`src/sv/wav_pcm16_stream_parser_macros.svh`:
```
// ----------------------------------------------------------------------------
// WAV PCM16 stream parser assertion macros
// Shared concurrent assertion forms, clocked on clock and held off in reset.
// ----------------------------------------------------------------------------
`ifndef WAV_PCM16_STREAM_PARSER_MACROS_SVH
`define WAV_PCM16_STREAM_PARSER_MACROS_SVH

// Consequent must hold in the same cycle as the antecedent.
`define WPSP_ASSERT_NOW(lbl, ante, cons, msg) \
   lbl: assert property (@(posedge clock) disable iff (reset) (ante) |-> (cons)) \
      else $error(msg);

// Consequent must hold in the cycle after the antecedent.
`define WPSP_ASSERT_NEXT(lbl, ante, cons, msg) \
   lbl: assert property (@(posedge clock) disable iff (reset) (ante) |=> (cons)) \
      else $error(msg);

`endif

```
`src/sv/wpsp_pkg.sv`:
```
// ----------------------------------------------------------------------------
// WAV PCM16 stream parser package
// Types, tag constants and code points shared by the parser modules.
// ----------------------------------------------------------------------------
`timescale 1ns / 1ps

package wpsp_pkg;

   typedef enum logic [1:0] {
      PH_HEADER,
      PH_CHUNK,
      PH_PAYLOAD,
      PH_PAD
   } phase_type;

   typedef enum logic [1:0] {
      ST_OK         = 2'd0,
      ST_BAD_HEADER = 2'd1,
      ST_BAD_FORMAT = 2'd2
   } status_type;

   localparam logic KIND_SAMPLE = 1'b0;
   localparam logic KIND_REPORT = 1'b1;

   localparam logic [31:0] TAG_FMT        = 32'h2074_6D66;
   localparam logic [31:0] TAG_DATA       = 32'h6174_6164;
   localparam logic [31:0] MIN_FILE_BYTES = 32'd44;
   localparam logic [31:0] MIN_FMT_BYTES  = 32'd16;
   localparam logic [31:0] HEADER_LAST    = 32'd11;
   localparam logic [31:0] POS_MAX        = 32'hFFFF_FFFF;
   localparam logic [15:0] PCM_CODE       = 16'd1;
   localparam logic [15:0] PCM_BITS       = 16'd16;
   localparam logic [7:0]  INDEX_MAX      = 8'd255;

   // One queue entry: what a single accepted byte produces.
   typedef struct packed {
      logic               has_sample;
      logic signed [15:0] sample;
      logic [7:0]         chunk_number;
      logic               has_report;
      status_type         status;
      logic [15:0]        channel_count;
      logic [31:0]        rate_hz;
      logic [30:0]        sample_total;
      logic [7:0]         final_chunk;
   } entry_type;

   function automatic logic [7:0] riff_byte(input logic [1:0] idx);
      logic [7:0] val;
      case (idx)
         2'd0:    val = 8'h52;
         2'd1:    val = 8'h49;
         2'd2:    val = 8'h46;
         default: val = 8'h46;
      endcase
      return val;
   endfunction

   function automatic logic [7:0] wave_byte(input logic [1:0] idx);
      logic [7:0] val;
      case (idx)
         2'd0:    val = 8'h57;
         2'd1:    val = 8'h41;
         2'd2:    val = 8'h56;
         default: val = 8'h45;
      endcase
      return val;
   endfunction

endpackage

```
`src/sv/wpsp_front.sv`:
```
// ----------------------------------------------------------------------------
// WAV PCM16 stream parser front end
// Byte-level RIFF/WAVE walker; classifies each byte and builds queue entries.
// ----------------------------------------------------------------------------
`timescale 1ns / 1ps

module wpsp_front (
   input  logic                clock,
   input  logic                reset,
   input  logic                accept,
   input  logic [7:0]          byte_value,
   input  logic                end_of_file,
   output logic                push,
   output wpsp_pkg::entry_type push_entry
);

   wpsp_pkg::phase_type phase_ff, phase_in;
   logic [31:0] pos_ff, pos_in;
   logic [31:0] tag_ff, tag_in;
   logic [31:0] remaining_ff, remaining_in;
   logic [31:0] length_ff, length_in;
   logic [7:0]  low_ff, low_in;
   logic        hok_ff, hok_in;
   logic [15:0] pend_fmt_ff, pend_fmt_in;
   logic [15:0] pend_ch_ff, pend_ch_in;
   logic [31:0] pend_rate_ff, pend_rate_in;
   logic [15:0] pend_bits_ff, pend_bits_in;
   logic [15:0] com_fmt_ff, com_fmt_in;
   logic [15:0] com_ch_ff, com_ch_in;
   logic [31:0] com_rate_ff, com_rate_in;
   logic [15:0] com_bits_ff, com_bits_in;
   logic [31:0] com_size_ff, com_size_in;
   logic        seen_ff, seen_in;
   logic [7:0]  count_ff, count_in;
   logic [7:0]  com_idx_ff, com_idx_in;

   logic [2:0]  k;
   logic [31:0] off;
   logic        off_odd;
   logic        hdr_done;
   logic [31:0] len_full;
   logic        head_end;
   logic        payload_end;
   logic        finish;
   logic [31:0] fin_len;

   // Shared decode of the current position within the chunk structure.
   always_comb begin
      k           = remaining_ff[2:0];
      off         = length_ff - remaining_ff;
      off_odd     = length_ff[0] ^ remaining_ff[0];
      hdr_done    = (pos_ff >= wpsp_pkg::HEADER_LAST);
      len_full    = {byte_value, length_ff[23:0]};
      head_end    = (phase_ff == wpsp_pkg::PH_CHUNK) && (k == 3'd7);
      payload_end = (phase_ff == wpsp_pkg::PH_PAYLOAD) && (remaining_ff == 32'd1);
      finish      = (head_end && (len_full == 32'd0)) || payload_end;
      fin_len     = head_end ? len_full : length_ff;
   end

   // Next parse phase.
   always_comb begin
      phase_in = phase_ff;
      case (phase_ff)
         wpsp_pkg::PH_HEADER: begin
            if (hdr_done) phase_in = wpsp_pkg::PH_CHUNK;
         end
         wpsp_pkg::PH_CHUNK: begin
            if (head_end) begin
               if (finish) phase_in = fin_len[0] ? wpsp_pkg::PH_PAD : wpsp_pkg::PH_CHUNK;
               else        phase_in = wpsp_pkg::PH_PAYLOAD;
            end
         end
         wpsp_pkg::PH_PAYLOAD: begin
            if (finish) phase_in = fin_len[0] ? wpsp_pkg::PH_PAD : wpsp_pkg::PH_CHUNK;
         end
         wpsp_pkg::PH_PAD: begin
            phase_in = wpsp_pkg::PH_CHUNK;
         end
         default: begin
            phase_in = wpsp_pkg::PH_HEADER;
         end
      endcase
      if (end_of_file) phase_in = wpsp_pkg::PH_HEADER;
   end

   // Field updates and result building.
   always_comb begin
      pos_in       = pos_ff;
      tag_in       = tag_ff;
      remaining_in = remaining_ff;
      length_in    = length_ff;
      low_in       = low_ff;
      hok_in       = hok_ff;
      pend_fmt_in  = pend_fmt_ff;
      pend_ch_in   = pend_ch_ff;
      pend_rate_in = pend_rate_ff;
      pend_bits_in = pend_bits_ff;
      com_fmt_in   = com_fmt_ff;
      com_ch_in    = com_ch_ff;
      com_rate_in  = com_rate_ff;
      com_bits_in  = com_bits_ff;
      com_size_in  = com_size_ff;
      seen_in      = seen_ff;
      count_in     = count_ff;
      com_idx_in   = com_idx_ff;
      push_entry   = '0;

      case (phase_ff)
         wpsp_pkg::PH_HEADER: begin
            if (pos_ff < 32'd4 && byte_value != wpsp_pkg::riff_byte(pos_ff[1:0]))
               hok_in = 1'b0;
            if (pos_ff >= 32'd8 && pos_ff < 32'd12 &&
                byte_value != wpsp_pkg::wave_byte(pos_ff[1:0]))
               hok_in = 1'b0;
            if (hdr_done) remaining_in = '0;
         end
         wpsp_pkg::PH_CHUNK: begin
            // Fields fill from zero, so each byte simply lands in its lane.
            if (!k[2]) begin
               if (k == 3'd0) tag_in = '0;
               tag_in[8*k[1:0] +: 8] = byte_value;
            end else begin
               if (k == 3'd4) length_in = '0;
               length_in[8*k[1:0] +: 8] = byte_value;
            end
            if (head_end) begin
               if (tag_ff == wpsp_pkg::TAG_FMT) begin
                  pend_fmt_in  = '0;
                  pend_ch_in   = '0;
                  pend_rate_in = '0;
                  pend_bits_in = '0;
               end
               remaining_in = len_full;
            end else begin
               remaining_in = {29'd0, k} + 32'd1;
            end
         end
         wpsp_pkg::PH_PAYLOAD: begin
            if (tag_ff == wpsp_pkg::TAG_FMT) begin
               if (off < 32'd16) begin
                  case (off[3:0])
                     4'd0:  pend_fmt_in[7:0]   = byte_value;
                     4'd1:  pend_fmt_in[15:8]  = byte_value;
                     4'd2:  pend_ch_in[7:0]    = byte_value;
                     4'd3:  pend_ch_in[15:8]   = byte_value;
                     4'd4, 4'd5, 4'd6, 4'd7:
                        pend_rate_in[8*off[1:0] +: 8] = byte_value;
                     4'd14: pend_bits_in[7:0]  = byte_value;
                     4'd15: pend_bits_in[15:8] = byte_value;
                     default: ;
                  endcase
               end
            end else if (tag_ff == wpsp_pkg::TAG_DATA) begin
               if (!off_odd) begin
                  low_in = byte_value;
               end else if (hok_ff) begin
                  push_entry.has_sample   = 1'b1;
                  push_entry.sample       = {byte_value, low_ff};
                  push_entry.chunk_number = count_ff;
               end
            end
            remaining_in = remaining_ff - 32'd1;
         end
         default: begin
            remaining_in = '0;
         end
      endcase

      if (finish) begin
         if (tag_ff == wpsp_pkg::TAG_FMT && fin_len >= wpsp_pkg::MIN_FMT_BYTES) begin
            com_fmt_in  = pend_fmt_in;
            com_ch_in   = pend_ch_in;
            com_rate_in = pend_rate_in;
            com_bits_in = pend_bits_in;
         end else if (tag_ff == wpsp_pkg::TAG_DATA) begin
            com_size_in = fin_len;
            com_idx_in  = count_ff;
            seen_in     = 1'b1;
            if (count_ff != wpsp_pkg::INDEX_MAX) count_in = count_ff + 8'd1;
         end
         remaining_in = '0;
      end

      if (pos_ff != wpsp_pkg::POS_MAX) pos_in = pos_ff + 32'd1;

      if (end_of_file) begin
         push_entry.has_report = 1'b1;
         if (pos_ff < wpsp_pkg::MIN_FILE_BYTES - 32'd1 || !hok_in)
            push_entry.status = wpsp_pkg::ST_BAD_HEADER;
         else if (com_fmt_in != wpsp_pkg::PCM_CODE || com_ch_in == 16'd0 ||
                  com_rate_in == 32'd0 || com_bits_in != wpsp_pkg::PCM_BITS || !seen_in)
            push_entry.status = wpsp_pkg::ST_BAD_FORMAT;
         else
            push_entry.status = wpsp_pkg::ST_OK;
         if (push_entry.status == wpsp_pkg::ST_OK) begin
            push_entry.channel_count = com_ch_in;
            push_entry.rate_hz       = com_rate_in;
            push_entry.sample_total  = com_size_in[31:1];
            push_entry.final_chunk   = com_idx_in;
         end
         // The next byte starts a new file.
         pos_in       = '0;
         tag_in       = '0;
         remaining_in = '0;
         length_in    = '0;
         low_in       = '0;
         hok_in       = 1'b1;
         pend_fmt_in  = '0;
         pend_ch_in   = '0;
         pend_rate_in = '0;
         pend_bits_in = '0;
         com_fmt_in   = '0;
         com_ch_in    = '0;
         com_rate_in  = '0;
         com_bits_in  = '0;
         com_size_in  = '0;
         seen_in      = 1'b0;
         count_in     = '0;
         com_idx_in   = '0;
      end
   end

   assign push = accept && (push_entry.has_sample || push_entry.has_report);

   always_ff @(posedge clock) begin
      if (reset) begin
         phase_ff     <= wpsp_pkg::PH_HEADER;
         pos_ff       <= '0;
         tag_ff       <= '0;
         remaining_ff <= '0;
         length_ff    <= '0;
         low_ff       <= '0;
         hok_ff       <= 1'b1;
         pend_fmt_ff  <= '0;
         pend_ch_ff   <= '0;
         pend_rate_ff <= '0;
         pend_bits_ff <= '0;
         com_fmt_ff   <= '0;
         com_ch_ff    <= '0;
         com_rate_ff  <= '0;
         com_bits_ff  <= '0;
         com_size_ff  <= '0;
         seen_ff      <= 1'b0;
         count_ff     <= '0;
         com_idx_ff   <= '0;
      end else if (accept) begin
         phase_ff     <= phase_in;
         pos_ff       <= pos_in;
         tag_ff       <= tag_in;
         remaining_ff <= remaining_in;
         length_ff    <= length_in;
         low_ff       <= low_in;
         hok_ff       <= hok_in;
         pend_fmt_ff  <= pend_fmt_in;
         pend_ch_ff   <= pend_ch_in;
         pend_rate_ff <= pend_rate_in;
         pend_bits_ff <= pend_bits_in;
         com_fmt_ff   <= com_fmt_in;
         com_ch_ff    <= com_ch_in;
         com_rate_ff  <= com_rate_in;
         com_bits_ff  <= com_bits_in;
         com_size_ff  <= com_size_in;
         seen_ff      <= seen_in;
         count_ff     <= count_in;
         com_idx_ff   <= com_idx_in;
      end
   end

endmodule

```
`src/sv/wpsp_queue.sv`:
```
// ----------------------------------------------------------------------------
// WAV PCM16 stream parser entry queue
// Small register queue that decouples the byte walker from the result port.
// ----------------------------------------------------------------------------
`timescale 1ns / 1ps

module wpsp_queue #(
   parameter int DEPTH = 4
) (
   input  logic                clock,
   input  logic                reset,
   input  logic                push,
   input  wpsp_pkg::entry_type push_entry,
   input  logic                pop,
   output wpsp_pkg::entry_type head,
   output logic                not_empty,
   output logic                full
);

   localparam int PTR_W = $clog2(DEPTH);
   localparam int CNT_W = $clog2(DEPTH + 1);

   wpsp_pkg::entry_type slots_ff [DEPTH];
   logic [PTR_W-1:0] wr_ptr_ff, wr_ptr_in;
   logic [PTR_W-1:0] rd_ptr_ff, rd_ptr_in;
   logic [CNT_W-1:0] count_ff, count_in;
   logic             do_push;
   logic             do_pop;

   assign not_empty = (count_ff != '0);
   assign full      = (count_ff == CNT_W'(DEPTH));
   assign head      = slots_ff[rd_ptr_ff];
   assign do_push   = push && !full;
   assign do_pop    = pop && not_empty;

   always_comb begin
      wr_ptr_in = wr_ptr_ff;
      rd_ptr_in = rd_ptr_ff;
      count_in  = count_ff;
      if (do_push)
         wr_ptr_in = (wr_ptr_ff == PTR_W'(DEPTH - 1)) ? '0 : wr_ptr_ff + PTR_W'(1);
      if (do_pop)
         rd_ptr_in = (rd_ptr_ff == PTR_W'(DEPTH - 1)) ? '0 : rd_ptr_ff + PTR_W'(1);
      if (do_push && !do_pop)      count_in = count_ff + CNT_W'(1);
      else if (do_pop && !do_push) count_in = count_ff - CNT_W'(1);
   end

   always_ff @(posedge clock) begin
      if (reset) begin
         wr_ptr_ff <= '0;
         rd_ptr_ff <= '0;
         count_ff  <= '0;
      end else begin
         wr_ptr_ff <= wr_ptr_in;
         rd_ptr_ff <= rd_ptr_in;
         count_ff  <= count_in;
      end
   end

   always_ff @(posedge clock) begin
      if (do_push) slots_ff[wr_ptr_ff] <= push_entry;
   end

endmodule

```
`src/sv/wpsp_back.sv`:
```
// ----------------------------------------------------------------------------
// WAV PCM16 stream parser back end
// Splits queue entries into result transfers and holds the output register.
// ----------------------------------------------------------------------------
`timescale 1ns / 1ps
`include "wav_pcm16_stream_parser_macros.svh"

module wpsp_back (
   input  logic                clock,
   input  logic                reset,
   input  logic                q_valid,
   input  wpsp_pkg::entry_type q_head,
   output logic                q_pop,
   input  logic                rsp_ready,
   output logic                rsp_valid,
   output logic                rsp_kind,
   output logic signed [15:0]  rsp_sample,
   output logic [7:0]          rsp_chunk_number,
   output logic [1:0]          rsp_status,
   output logic [15:0]         rsp_channel_count,
   output logic [31:0]         rsp_rate_hz,
   output logic [30:0]         rsp_sample_total,
   output logic [7:0]          rsp_final_chunk,
   output logic                rsp_last
);

   logic               valid_ff, valid_in;
   logic               done_ff, done_in;
   logic               kind_ff, kind_in;
   logic signed [15:0] sample_ff, sample_in;
   logic [7:0]         chunk_ff, chunk_in;
   logic [1:0]         status_ff, status_in;
   logic [15:0]        chan_ff, chan_in;
   logic [31:0]        rate_ff, rate_in;
   logic [30:0]        total_ff, total_in;
   logic [7:0]         final_ff, final_in;
   logic               last_ff, last_in;
   logic               load;
   logic               emit_sample;

   assign load        = q_valid && (!valid_ff || rsp_ready);
   assign emit_sample = q_head.has_sample && !done_ff;

   always_comb begin
      valid_in  = valid_ff;
      done_in   = done_ff;
      kind_in   = kind_ff;
      sample_in = sample_ff;
      chunk_in  = chunk_ff;
      status_in = status_ff;
      chan_in   = chan_ff;
      rate_in   = rate_ff;
      total_in  = total_ff;
      final_in  = final_ff;
      last_in   = last_ff;
      q_pop     = 1'b0;
      if (rsp_ready) valid_in = 1'b0;
      if (load) begin
         valid_in = 1'b1;
         if (emit_sample) begin
            kind_in   = wpsp_pkg::KIND_SAMPLE;
            sample_in = q_head.sample;
            chunk_in  = q_head.chunk_number;
            status_in = '0;
            chan_in   = '0;
            rate_in   = '0;
            total_in  = '0;
            final_in  = '0;
            last_in   = 1'b0;
            // A report riding on the same byte follows on the next transfer.
            done_in   = q_head.has_report;
            q_pop     = !q_head.has_report;
         end else begin
            kind_in   = wpsp_pkg::KIND_REPORT;
            sample_in = '0;
            chunk_in  = '0;
            status_in = q_head.status;
            chan_in   = q_head.channel_count;
            rate_in   = q_head.rate_hz;
            total_in  = q_head.sample_total;
            final_in  = q_head.final_chunk;
            last_in   = 1'b1;
            done_in   = 1'b0;
            q_pop     = 1'b1;
         end
      end
   end

   always_ff @(posedge clock) begin
      if (reset) begin
         valid_ff <= 1'b0;
         done_ff  <= 1'b0;
      end else begin
         valid_ff <= valid_in;
         done_ff  <= done_in;
      end
   end

   always_ff @(posedge clock) begin
      kind_ff   <= kind_in;
      sample_ff <= sample_in;
      chunk_ff  <= chunk_in;
      status_ff <= status_in;
      chan_ff   <= chan_in;
      rate_ff   <= rate_in;
      total_ff  <= total_in;
      final_ff  <= final_in;
      last_ff   <= last_in;
   end

   assign rsp_valid         = valid_ff;
   assign rsp_kind          = kind_ff;
   assign rsp_sample        = sample_ff;
   assign rsp_chunk_number  = chunk_ff;
   assign rsp_status        = status_ff;
   assign rsp_channel_count = chan_ff;
   assign rsp_rate_hz       = rate_ff;
   assign rsp_sample_total  = total_ff;
   assign rsp_final_chunk   = final_ff;
   assign rsp_last          = last_ff;

   `WPSP_ASSERT_NOW(a_done_has_report, done_ff, q_valid && q_head.has_report, "split entry lost its report")
   `WPSP_ASSERT_NOW(a_entry_not_empty, q_valid, q_head.has_sample || q_head.has_report, "queue entry carries no result")
   `WPSP_ASSERT_NEXT(a_split_marked, load && emit_sample && q_head.has_report, done_ff, "sample with report not marked done")

endmodule

```
`src/sv/wav_pcm16_stream_parser.sv`:
```
// ----------------------------------------------------------------------------
// WAV PCM16 stream parser
// The block takes a RIFF/WAVE file one byte per req_ transfer (end_of_file
// marks the final byte) and accepts one byte every clock cycle while
// req_ready is high. With intact RIFF and WAVE tags, each data chunk yields
// a signed 16-bit sample on the rsp_ channel for every second payload byte,
// and the final byte yields a status report (kind 1, last 1), which follows
// the byte's sample when it has one. A byte walker decodes the chunk
// structure and writes what each byte produces into a queue of QUEUE_DEPTH
// entries; the output side drains that queue one result transfer per cycle
// while rsp_ready is high, so req_ready falls only when the queue is full,
// which happens when rsp_ready is held low. After the report the block is
// back in its reset state and the next byte starts a new file.
// ----------------------------------------------------------------------------
`timescale 1ns / 1ps

module wav_pcm16_stream_parser #(
   parameter int QUEUE_DEPTH = 4
) (
   input  logic               clock,
   input  logic               reset,
   input  logic               req_valid,
   output logic               req_ready,
   input  logic [7:0]         req_byte_value,
   input  logic               req_end_of_file,
   output logic               rsp_valid,
   input  logic               rsp_ready,
   output logic               rsp_kind,
   output logic signed [15:0] rsp_sample,
   output logic [7:0]         rsp_chunk_number,
   output logic [1:0]         rsp_status,
   output logic [15:0]        rsp_channel_count,
   output logic [31:0]        rsp_rate_hz,
   output logic [30:0]        rsp_sample_total,
   output logic [7:0]         rsp_final_chunk,
   output logic               rsp_last
);

   logic                accept;
   logic                push;
   wpsp_pkg::entry_type push_entry;
   logic                q_pop;
   wpsp_pkg::entry_type q_head;
   logic                q_valid;
   logic                q_full;

   // A byte is taken only when the queue has room for whatever it produces.
   assign req_ready = !q_full;
   assign accept    = req_valid && req_ready;

   wpsp_front u_front (
      .clock       (clock),
      .reset       (reset),
      .accept      (accept),
      .byte_value  (req_byte_value),
      .end_of_file (req_end_of_file),
      .push        (push),
      .push_entry  (push_entry)
   );

   wpsp_queue #(
      .DEPTH (QUEUE_DEPTH)
   ) u_queue (
      .clock      (clock),
      .reset      (reset),
      .push       (push),
      .push_entry (push_entry),
      .pop        (q_pop),
      .head       (q_head),
      .not_empty  (q_valid),
      .full       (q_full)
   );

   wpsp_back u_back (
      .clock             (clock),
      .reset             (reset),
      .q_valid           (q_valid),
      .q_head            (q_head),
      .q_pop             (q_pop),
      .rsp_ready         (rsp_ready),
      .rsp_valid         (rsp_valid),
      .rsp_kind          (rsp_kind),
      .rsp_sample        (rsp_sample),
      .rsp_chunk_number  (rsp_chunk_number),
      .rsp_status        (rsp_status),
      .rsp_channel_count (rsp_channel_count),
      .rsp_rate_hz       (rsp_rate_hz),
      .rsp_sample_total  (rsp_sample_total),
      .rsp_final_chunk   (rsp_final_chunk),
      .rsp_last          (rsp_last)
   );

endmodule

```
`config.mk`:
```
export PLATFORM = sky130hd
export DESIGN_NAME = wav_pcm16_stream_parser
export DESIGN_NICKNAME = d
export VERILOG_FILES = /design/src/sv/wpsp_pkg.sv /design/src/sv/wpsp_front.sv /design/src/sv/wpsp_queue.sv /design/src/sv/wpsp_back.sv /design/src/sv/wav_pcm16_stream_parser.sv
export VERILOG_INCLUDE_DIRS = /design/src /design/src/sv
export SDC_FILE = /design/constraint.sdc
export NUM_CORES = 2
export LEC_CHECK = 0
export ABC_AREA = 0
export BUFFER_PORTS_ARGS = -buffer_cell sky130_fd_sc_hd__buf_2
export CORE_MARGIN = 5
export CORE_UTILIZATION = 30
export DETAILED_ROUTE_END_ITERATION = 8
export PLACE_DENSITY = 0.49
export SLEW_MARGIN = 10
export SYNTH_ARGS = -nofsm -noshare
export SYNTH_HDL_FRONTEND = slang
export SYNTH_SLANG_ARGS = --single-unit
```
`constraint.sdc`:
```
create_clock -name clock -period 8.81 [get_ports clock]
set_input_delay 0.4405 -clock clock [delete_from_list [all_inputs] [get_ports clock]]
set_output_delay 0.4405 -clock clock [all_outputs]
set_load 0.02 [all_outputs]
```
==> summary.md <==
| Metric | Value |
|---|---|
| Number of endpoints failing setup at the final stage | 0 |
| Global-route usage over all layers | 0.166 |
| Required arrival time at the worst endpoint | 9.25 ns |
| Register-to-Register Path Depth | 18 |
| First-pass GRT wire length | 195,000 um |
| Via count | 30,700 |
| Net total in the final layout | 3,890 |
| Met1 routed wirelength after detailed routing | 58,900 um |
| Antenna violations before repair | 6 |
| Post-synthesis cell type count | 91 |
| Number of gates resized after CTS | 0 |
| Power dissipated by switching net loads | 3.51 mW |
| Number of top-level pins | 130 |
| Critical path capture point | u_queue.slots_ff[1][16] |
| Slack of the worst reg-to-reg path | 1.24 ns |
| Max Buffers Root-to-Sink | 3 |
| DIE WIDTH | 387 um |
| Setup TNS | 0 ns |
| Average wire length per cell after detail routing | 22.2 um |
| Final worst clock skew | 0.0419 ns |
| Number of rows in the core area | 138 |
| Number of global-route vias before repair | 30,100 |
| Initial cell density of the core | 0.302 |
| HPWL Detailed | 83,500 um |
| Worst hold-check slack | 0.170 ns |
| Maximum operating frequency | 0.132 GHz |
| Total CTS buffers | 101 |
| Yosys Warn Count | 0 |
| Slew at the pin with the worst max-slew slack | 1.31 ns |
| Register bit count reported by yosys | 932 |
| Count of mapped cells out of synthesis | 3,762 |
| Proportion of register bits with asynchronous set or reset after synthesis | 0 |
| Number of buffers added for setup after CTS | 0 |
| Number of I/O port buffers | 129 |
| Type of the worst min-delay path | input port to flop |
| Most common flop cell mapped by yosys | sky130_fd_sc_hd__edfxtp_1 |
| Crit path time final | 7.57 ns |
| Post-Route WL | 129,000 um |
| Int Pwr | 8.53 mW |
| Top routing layer used | met5 |
| CTS Hold Buffers Added | 1 |
| Combinational cell fraction of total power | 0.205 |
| Critical Setup Path Class | flop to flop |
| Drt first pass iters | 8 |
| Power density over the cells | 247 nW/um^2 |
| Number of enable-type register cells in the synthesized netlist | 574 |
| Number of remaining DRC errors | 0 |
| Leading cell type in the layout, fill and taps excluded | sky130_fd_sc_hd__edfxtp_1 |
| Switching share of total power | 0.292 |
| Commonest non-fill, non-tap cells in the layout | 574 x sky130_fd_sc_hd__edfxtp_1, 490 x sky130_fd_sc_hd__nor2_1, 356 x sky130_fd_sc_hd__dfxtp_1 |
| H-tree depth | 3 |
| Worst vdd ir | 0.242 mV |
| Number of sinks driven by the clock tree | 932 |
| Type of origin of the critical path | flop |
| Final global-route overflow total | 0 |
| Power share of the sequential group | 0.440 |
| Crit path DAT | 8.02 ns |
| Clk Tree Root Cell | sky130_fd_sc_hd__clkbuf_16 |
| Amount of wire on met2 after detailed routing | 58,300 um |
| Capture point of the worst reg-to-reg path | u_queue.slots_ff[1][16] |
| Type of element capturing the critical path | flop |
| TritonCTS clock tree | done |
| Ratio of final minimum period to clock period | 0.860 |
| Crit path launch | u_front.remaining_ff[1] |
| Skew-Pair Late Insertion Delay | 0.72 ns |
| Layout fillers | 14,100 |
| Worst-path clk slew | 0.06 ns |
| Worst flop-to-flop path startpoint | u_front.remaining_ff[1] |
| Setup repair after global routing missed its margin | false |
| Part of the Yosys area used for sequential elements | 0.572 |
| Placeable Area | 141,000 um^2 |
| Slew margin rel. | 0.123 |
| Max Cap Viol | 0 |
| Final Max Slew Viols | 0 |
| Post-synthesis net count | 3,842 |
| Remaining number of nets flagged by the antenna check after routing | 0 |
| Clock Power Share | 0.355 |
| Synth Area per Inst | 11.3 um^2 |
| Routability congestion estimate from global placement | 0.922 |
| Total length of routed met3 wires | 8400 um |
| Static power due to leakage | 16.0 nW |
| CP Max Fanout | 55 |
| Layout-stage area growth over the synthesis result | 14.1% |
| Floorplan die height | 387 um |
| Routed via count divided by cell count | 5.31 |
| Largest net degree at the start of global routing | 98 |
| Final Hold Violating Endpoints | 0 |
| Die area | 150,000 um^2 |
| Run status | completed |
| Fraction of final layout cells with drive strength greater than 1 | 0.141 |
| Iteration-0 DRC Markers | 2,805 |
| Synthesized area | 42,700 um^2 |
-- sequential cells by signal, summed over array words and instances, names as in the netlist, 31 cells and up, named ones only --
signal and flops:
u_front.length_ff 32, u_front.com_size_ff 31, u_front.pos_ff 32, u_front.remaining_ff 32, u_back.rsp_sample_total 31, u_back.rsp_rate_hz 32, u_front.com_rate_ff 32, u_queue.slots_ff 460
u_front.tag_ff 32, u_front.pend_rate_ff 32
-- cell families after synthesis --
group	share of synthesized area
and+or+nand+nor	0.164
DFF	0.572
AOI/OAI and AO/OA	0.119
buffers and inverters	0.0317
muxes	0.0774
xor gates and xnor gates	0.0164
adders and majority gates	0.0200
-- how the worst min path moves through the flow --
stage	from	to	depth (start not counted)
5_1_grt	reset	u_front.length_ff[15]	2
4_1_cts	reset	u_front.length_ff[15]	2
6_report	reset	u_front.length_ff[15]	2
2_1_floorplan	u_front.pend_rate_ff[0]	u_front.pend_rate_ff[0]	2
3_5_place_dp	u_front.tag_ff[2]	u_front.tag_ff[2]	2
3_3_place_gp	u_front.pend_rate_ff[26]	u_front.pend_rate_ff[26]	2
-- layout make-up --
class                      instances  area [um^2]  area share
sequential                       932        24400       0.501
multi-input combinational       2507        17100       0.350
clock buffer                     136         2830      0.0581
tap                             1890         2360      0.0485
timing repair buffer             201         1250      0.0256
clock inverter                    50          534      0.0110
inverter                          67          251     0.00516
antenna                            3         7.51    0.000154
-- worst max-delay path, stage by stage, from the launching register on --
cell and delay (ns):
sky130_fd_sc_hd__dfxtp_1 0.51, sky130_fd_sc_hd__inv_1 0.21, sky130_fd_sc_hd__ha_1 0.32, sky130_fd_sc_hd__nand2b_1 0.08, sky130_fd_sc_hd__a211oi_2 0.40, sky130_fd_sc_hd__o211ai_1 0.25
sky130_fd_sc_hd__a31oi_1 0.51, sky130_fd_sc_hd__a41oi_1 0.21, sky130_fd_sc_hd__xnor2_1 0.24, sky130_fd_sc_hd__nor2_1 0.15, sky130_fd_sc_hd__nand4_1 0.75, sky130_fd_sc_hd__o41a_1 0.70
sky130_fd_sc_hd__a211oi_1 0.19, sky130_fd_sc_hd__or4b_1 0.47, sky130_fd_sc_hd__nor4_1 0.31, sky130_fd_sc_hd__o211ai_1 0.21, sky130_fd_sc_hd__or4b_4 0.90, sky130_fd_sc_hd__buf_12 0.36
sky130_fd_sc_hd__nor3_1 0.40
-- layer usage --
metal / up-vias / global-route usage
li1: 14100 / -
met1: 15400 / 0.234
met2: 965 / 0.262
met3: 194 / 0.0315
met4: 4 / 0.0449
met5: - / 0
-- power by group through the flow --
| stage | clock, mW | sequential (mW) | combinational (mW) |
|---|---|---|---|
| floorplan | 0 | 5.80 | 1.31 |
| global placement | 0 | 5.39 | 2.54 |
| detailed placement | 0 | 5.40 | 2.53 |
| CTS | 4.40 | 5.31 | 2.54 |
| global route | 4.58 | 5.34 | 2.67 |
| finish | 4.28 | 5.30 | 2.46 |
-- through the flow --
| step | setup WS (ns) | util | cell area (um^2) | power [mW] | std cells |
|---|---|---|---|---|---|
| 2_1_floorplan | 0.567 | - | 42700 | 7.11 | 3762 |
| 3_3_place_gp | 1.46 | 0.321 | 45300 | 7.93 | 5596 |
| 3_5_place_dp | 1.41 | 0.321 | 45300 | 7.93 | 5596 |
| 4_1_cts | 1.34 | 0.344 | 48700 | 12.2 | 5783 |
| 5_1_grt | 0.745 | 0.344 | 48700 | 12.6 | 5783 |
| 6_report | 1.24 | 0.345 | 48700 | 12.0 | 5786 |
-- synthesized netlist by cell type (all sizes together) (18+ instances only) --
cell / n / area, um^2
a211oi: 19 / 148
a31oi: 25 / 156
buf: 59 / 362
nor2: 499 / 1870
and2: 169 / 1060
nand3: 124 / 621
mux4: 114 / 2570
a22oi: 177 / 1330
mux2i: 67 / 671
nor2b: 18 / 113
inv: 67 / 251
nor4: 55 / 382
or3: 26 / 163
ha: 65 / 813
nand4: 37 / 231
a21oi: 223 / 1120
clkbuf: 197 / 739
nand2: 277 / 1040
nor3: 101 / 611
dfxtp: 358 / 7170
xnor2: 47 / 412
edfxtp: 574 / 17200
and3: 43 / 269
xor2: 33 / 289
o21ai: 112 / 561
No activity file was read; power rests on OpenSTA's default activity.
